===== config.mk =====
export PLATFORM = sky130hd
export DESIGN_NAME = rba_ctrl
export DESIGN_NICKNAME = d
export VERILOG_FILES = /design/src/rtl/rba_pkg.sv /design/src/rtl/rba_ctrl.sv
export SDC_FILE = /design/constraint.sdc
export NUM_CORES = 1
export LEC_CHECK = 0
export BUFFER_PORTS_ARGS = -buffer_cell sky130_fd_sc_hd__buf_4
export CORE_AREA = 10 10 47 49
export DETAILED_ROUTE_END_ITERATION = 10
export DIE_AREA = 0 0 57 59
export SYNTH_ARGS = -nofsm -noshare
export SYNTH_HDL_FRONTEND = slang
export SYNTH_SLANG_ARGS = --single-unit

===== constraint.sdc =====
create_clock -name clk -period 2.5 [get_ports clk]
set_input_delay 0 -clock clk [delete_from_list [all_inputs] [get_ports clk]]
set_output_delay 0 -clock clk [all_outputs]
set_load 0.01 [all_outputs]

===== src/rtl/rba_pkg.sv =====
`default_nettype none
package rba_pkg;

	localparam int KIND_W   = 3;
	localparam int IDX_W    = 10;
	localparam int FHASH_W  = 64;
	localparam int STAT_W   = 3;
	localparam int S_DATA_W = 80;
	localparam int M_DATA_W = 80;

	// input tdata layout
	localparam int S_IDX_LO  = 0;
	localparam int S_HASH_LO = S_IDX_LO + IDX_W;

	// output tdata layout
	localparam int M_GRANT_LO = 0;
	localparam int M_EVV_BIT  = M_GRANT_LO + IDX_W;
	localparam int M_EVH_LO   = M_EVV_BIT + 1;
	localparam int M_FREE_BIT = M_EVH_LO + FHASH_W;
	localparam int M_USED_W   = M_FREE_BIT + 1;

	localparam logic [KIND_W-1:0] K_ALLOC   = 3'd0;
	localparam logic [KIND_W-1:0] K_ADD_REF = 3'd1;
	localparam logic [KIND_W-1:0] K_RELEASE = 3'd2;
	localparam logic [KIND_W-1:0] K_TAKE    = 3'd3;
	localparam logic [KIND_W-1:0] K_SET_HASH = 3'd4;

	localparam logic [STAT_W-1:0] ST_OK        = 3'd0;
	localparam logic [STAT_W-1:0] ST_EMPTY     = 3'd1;
	localparam logic [STAT_W-1:0] ST_UNDERFLOW = 3'd2;
	localparam logic [STAT_W-1:0] ST_NOT_FREE  = 3'd3;
	localparam logic [STAT_W-1:0] ST_SATURATED = 3'd4;

	typedef struct packed {
		logic clr_step;
		logic accept;
		logic exec;
		logic push;
		logic load_out;
	} rba_cmd_t;

	typedef struct packed {
		logic clr_last;
		logic push_now;
	} rba_sts_t;

endpackage
`default_nettype wire


===== src/rtl/rba_ctrl.sv =====
`default_nettype none
module rba_ctrl
	import rba_pkg::*;
(
	input  wire logic     clk,
	input  wire logic     arst_n,
	input  wire logic     in_valid,
	output      logic     in_ready,
	output      logic     out_valid,
	input  wire logic     out_ready,
	input  wire rba_sts_t sts,
	output      rba_cmd_t cmd
);

	typedef enum logic [2:0] {
		S_CLEAR,
		S_IDLE,
		S_EXEC,
		S_PUSH,
		S_RESP
	} state_t;

	state_t state_q;
	logic   out_valid_q;
	logic   out_free;

	assign out_free  = !out_valid_q || out_ready;
	assign in_ready  = (state_q == S_IDLE);
	assign out_valid = out_valid_q;

	always_comb begin
		cmd.clr_step = (state_q == S_CLEAR);
		cmd.accept   = (state_q == S_IDLE) && in_valid;
		cmd.exec     = (state_q == S_EXEC);
		cmd.push     = (state_q == S_PUSH);
		cmd.load_out = (state_q == S_RESP) && out_free;
	end

	always_ff @(posedge clk or negedge arst_n) begin
		if (!arst_n) begin
			state_q     <= S_CLEAR;
			out_valid_q <= 1'b0;
		end else begin
			if (state_q == S_RESP && out_free) begin
				out_valid_q <= 1'b1;
			end else if (out_ready) begin
				out_valid_q <= 1'b0;
			end
			unique case (state_q)
				S_CLEAR: begin
					if (sts.clr_last) begin
						state_q <= S_IDLE;
					end
				end
				S_IDLE: begin
					if (in_valid) begin
						state_q <= S_EXEC;
					end
				end
				S_EXEC: begin
					state_q <= sts.push_now ? S_PUSH : S_RESP;
				end
				S_PUSH: begin
					state_q <= S_RESP;
				end
				S_RESP: begin
					if (out_free) begin
						state_q <= S_IDLE;
					end
				end
				default: state_q <= S_IDLE;
			endcase
		end
	end

endmodule
`default_nettype wire


After elaboration in Yosys (flattened, before gate mapping)
Cells that the tools add are included.
{ "totals": {"register_bits": 4, "inputBits": 6, "output_inout_bits": 7, "wordCells": 23} }
{ "classes": {"eq_ne": 7, "muxes": 7, "reduce_logical": 7} }
{ "op_table": {"columns": ["op", "count"], "rows": [
  ["case mux 3 bit (5 select lines)", 1],
  ["2-to-1 mux 3 bit", 4],
  ["== test 3 x 2 -> 1 bit, second input constant", 2],
  ["inequality test 2 bit, second input constant", 3],
  ["== test 3 x 1 -> 1 bit, second input constant", 1],
  ["== test 3 bit, second input constant", 1],
  ["logical NOT 3 bit", 1],
  ["AND reduction 3 bit", 1],
  ["logical AND 1 bit", 2],
  ["2-to-1 mux 1 bit", 2],
  ["nonzero test 2 bit", 1],
  ["logical NOT 1 bit", 1],
  ["logical OR 1 bit", 1]
]} }

Logic depth before layout (Yosys ltp)
{ "depth": {"depth_word": 4, "ltp_mapped": 4, "ltp_nobuf": 3} }

Worst setup path after synthesis
No wires, ideal clock.
{ "synth_path": {"path_type": "reg2reg", "from": "register state_q[2]", "to": "register state_q[2]", "setup_ns": 0.078, "arrival_time_ns": 0.851, "t_required_ns": 2.422, "setup_slack_ns": 1.571, "stages_incl_launch_ff": 5, "n_path_buf": 1, "synth_period_minus_slack_ns": 0.929, "cell_sequence": "dfrtp_1 -> buf_2 -> nand2b_1 -> a21oi_1 -> o21bai_1"} }
{ "synth_between": {"elab_chain_len": 3, "elab_cells_between_ends": 10, "cone_classes": "eq/ne (7); mux (1); reduce/logical (2)"} }
{ "synth_lines": {"columns": ["element", "line_no", "text"], "rows": [
  ["start, declared", "rba_ctrl.sv:23", "state_t state_q;"],
  ["start signal, assigned", "rba_ctrl.sv:61", "state_q <= sts.push_now ? S_PUSH : S_RESP;"],
  ["== test 3 bit, or another cell as far along", "rba_ctrl.sv:49", "unique case (state_q)"],
  ["inequality test 2 bit (no line)", null, null],
  ["AND reduction 3 bit (no line)", null, null]
]} }
Several ways; a longest one is shown, not always the timed one.
A chain may end at the register's enable or synchronous reset.

==> impl_metrics.json <==
{
  "drt_iter0_drc": 8,
  "synth_enable_flop_cells": 0,
  "synth_area_leader_cell": "dfrtp_1",
  "cp_top_family": "flip-flops",
  "diodes": 0,
  "tritoncts": "yes",
  "setup_violations": 0,
  "yosysTopAreaCellShare_pct": 43.7,
  "cts_resized": 0,
  "fmax_mhz": 837,
  "track_usage_pct": 4.28,
  "fin_ws_ns": 1.31,
  "fp-row-count": 14,
  "yosys_most_used_dff": "dfrtp_1",
  "dieArea_sq_um": 3360,
  "power.leakage_nw": 0.180,
  "vias": 237,
  "drc_errors": 0,
  "period_minus_slack_ns": 1.19,
  "final_nets": 50,
  "insertion_delay_ns": 0.23,
  "netlist_top_cells_area": "dfrtp_1 44%, a21oi_1 8.7%, nand2b_1 8.2%, nor2_1 4.9%, mux2i_1 4.4%",
  "report.final.slew_viol_count": 0,
  "crit_arrival_ns": 1.19,
  "r2r_end": "state_q[2]$_DFFE_PN0P_",
  "whs_path_depth": 3,
  "coreArea_sq_um": 1400,
  "critPathCapture": "cmd[3]",
  "crit_fanout": 6,
  "antenna_left": 0,
  "r2r-start": "state_q[2]$_DFFE_PN0P_",
  "die-height_um": 59,
  "status": "finished, final reports clean",
  "synthCells": 27,
  "vias_per_cell": 4.09,
  "cts_max_level": 1,
  "cts_root_buf": "clkbuf_4",
  "max_slew_margin_pct": 81.2,
  "tns_ns": 0,
  "layout-drive-gt1-share_pct": 40.5,
  "ff2ff_setup_slack_ns": 1.47,
  "drv_cap": 0,
  "synth.distinct_cells": 16,
  "start_util_pct": 16.3,
  "critPathRequiredTime_ns": 2.50,
  "r2r_cells": 3,
  "fin_skew_ns": 0.000314,
  "portBuffers": 12,
  "clock_path_buffers": 2,
  "ys.warnings.count": 0,
  "area_growth_pct": 60.1,
  "syn_nets": 33,
  "die_w_um": 57,
  "cts_sinks": 4,
  "cp_num_cells": 4,
  "endpoint_kind": "output pin",
  "path_clk_slew_ns": 0.03,
  "routedWlPerCell_um": 10.9,
  "grt-ovfl-total": 0,
  "p_per_area_nw_per_um2": 1190,
  "antenna_found_initial": 0,
  "min_path_type": "in -> reg",
  "start_kind": "flop",
  "netlist_area_sq_um": 229,
  "rsz0062_at_grt": "false",
  "synth_seq_area_share_pct": 43.7,
  "grt_pass1_vias": 269,
  "synth-async-reset-ratio_pct": 100,
  "vdd_drop_max_uv": 218,
  "criticalPathCategory": "reg -> out",
  "dr.pass1.iters": 3,
  "crit_start": "state_q[0]$_DFFE_PN0P_",
  "crit_chain": "inv_2 > nor3_2 > and2_1 > buf_4",
  "synth.top_cells.by_count": "4 x a21oi_1, 4 x dfrtp_1, 3 x nand2b_1, 3 x nor2_1, 2 x nand2_1",
  "fill_cells": 163,
  "gp_congestion": 0.717,
  "dp_slack_ns": 1.47,
  "worst_pin_slew_ns": 0.281,
  "post_cts_buffers": 0,
  "ys_seq_elements": 4,
  "cp_num_buf_inv": 2,
  "numCtsBuffers": 3,
  "finalWirelength_um": 631,
  "grt_pass1_wl_um": 1080,
  "critPathMaxStageDelay_ns": 0.44,
  "syn_area_per_cell_sq_um": 8.48,
  "crit_slowest_cell": "dfrtp_1",
  "finalHoldViolations": 0,
  "boundaryPins": 13,
  "period_share_pct": 47.8,
  "grt_max_degree": 9
}
## cells in the final DEF, fill, tap and decap left out, drive strengths merged
master and instances:
buf 12, a21oi 4, dfrtp 4, nand2b 3, nor2 3, clkbuf 3, nand2 2, nor3 2
inv 1, and3 1, and2 1, mux2i 1, o21ai 1, nand3 1, nand3b 1, o21bai 1
dlygate4sd3 1
## cell type report
cell class | instances | area (sq um) | area share [%]
Multi-Input combinational cell | 21 | 120 | 32.8
Timing Repair Buffer | 13 | 100 | 27.3
Inverter | 1 | 3.75 | 1.02
Tap cell | 16 | 20.0 | 5.46
Sequential cell | 4 | 100 | 27.3
Clock buffer | 3 | 22.5 | 6.14
## repair_timing
action	in CTS	in global routing
setup endpoints to repair	0	0
hold buffers	1	0
hold endpoints to repair	4	0
## power breakdown
| group | internal [mW] | switching, mW | leakage [nW] |
|---|---|---|---|
| Clock | 0.0534 | 0.0223 | 0.0138 |
| Sequential | 0.0941 | 0.0487 | 0.0513 |
| Combinational | 0.115 | 0.102 | 0.115 |
| Total | 0.263 | 0.173 | 0.180 |
## worst min-delay path by stage
stage	startpoint	endpoint	slack, ns
6_report	sts[0]	state_q[1]$_DFFE_PN0P_	0.06
5_1_grt	sts[0]	state_q[1]$_DFFE_PN0P_	0.07
4_1_cts	sts[0]	state_q[1]$_DFFE_PN0P_	0.06
3_5_place_dp	arst_n	state_q[1]$_DFFE_PN0P_	-0.20
3_3_place_gp	arst_n	state_q[1]$_DFFE_PN0P_	-0.20
2_1_floorplan	arst_n	out_valid$_DFFE_PN0P_	-0.30
## worst min-delay path, delay by kind of cell
kind | cells | cell delay (ns)
AND/OR/NAND/NOR | 1 | 0.07
buffers and inverters | 1 | 0.12
AO/OA/AOI/OAI | 1 | 0.06
## routing by layer
layer	up-vias	GRT usage, %	part of all wire (%)
met5	-	0	0
met4	0	5.03	0
met3	0	2.15	2.2
met2	4	6.36	54
met1	110	3.93	44
li1	123	-	-
## cell families after synthesis
logic type / after synthesis / synth area share (%)
muxes: 1 / 4.37
buffers and inverters: 2 / 3.82
DFF: 4 / 43.7
and+or+nand+nor: 14 / 33.9
AOI/OAI and AO/OA: 6 / 14.2
## stage by stage
stage	total power [mW]	utilization (%)	std cells	area (sq um)	hold WS [ns]
floorplan	0.259	-	27	229	-0.296
global route	0.480	26.2	58	367	0.0729
detailed placement	0.364	23.8	54	334	-0.203
CTS	0.446	26.2	58	367	0.0579
global placement	0.363	23.8	54	334	-0.204
finish	0.436	26.2	58	367	0.0618
## flip-flops by register name, summed over array words and instances, names as in the netlist
register and flops:
state_q 3, out_valid 1
No activity file was read; power rests on OpenSTA's default activity.
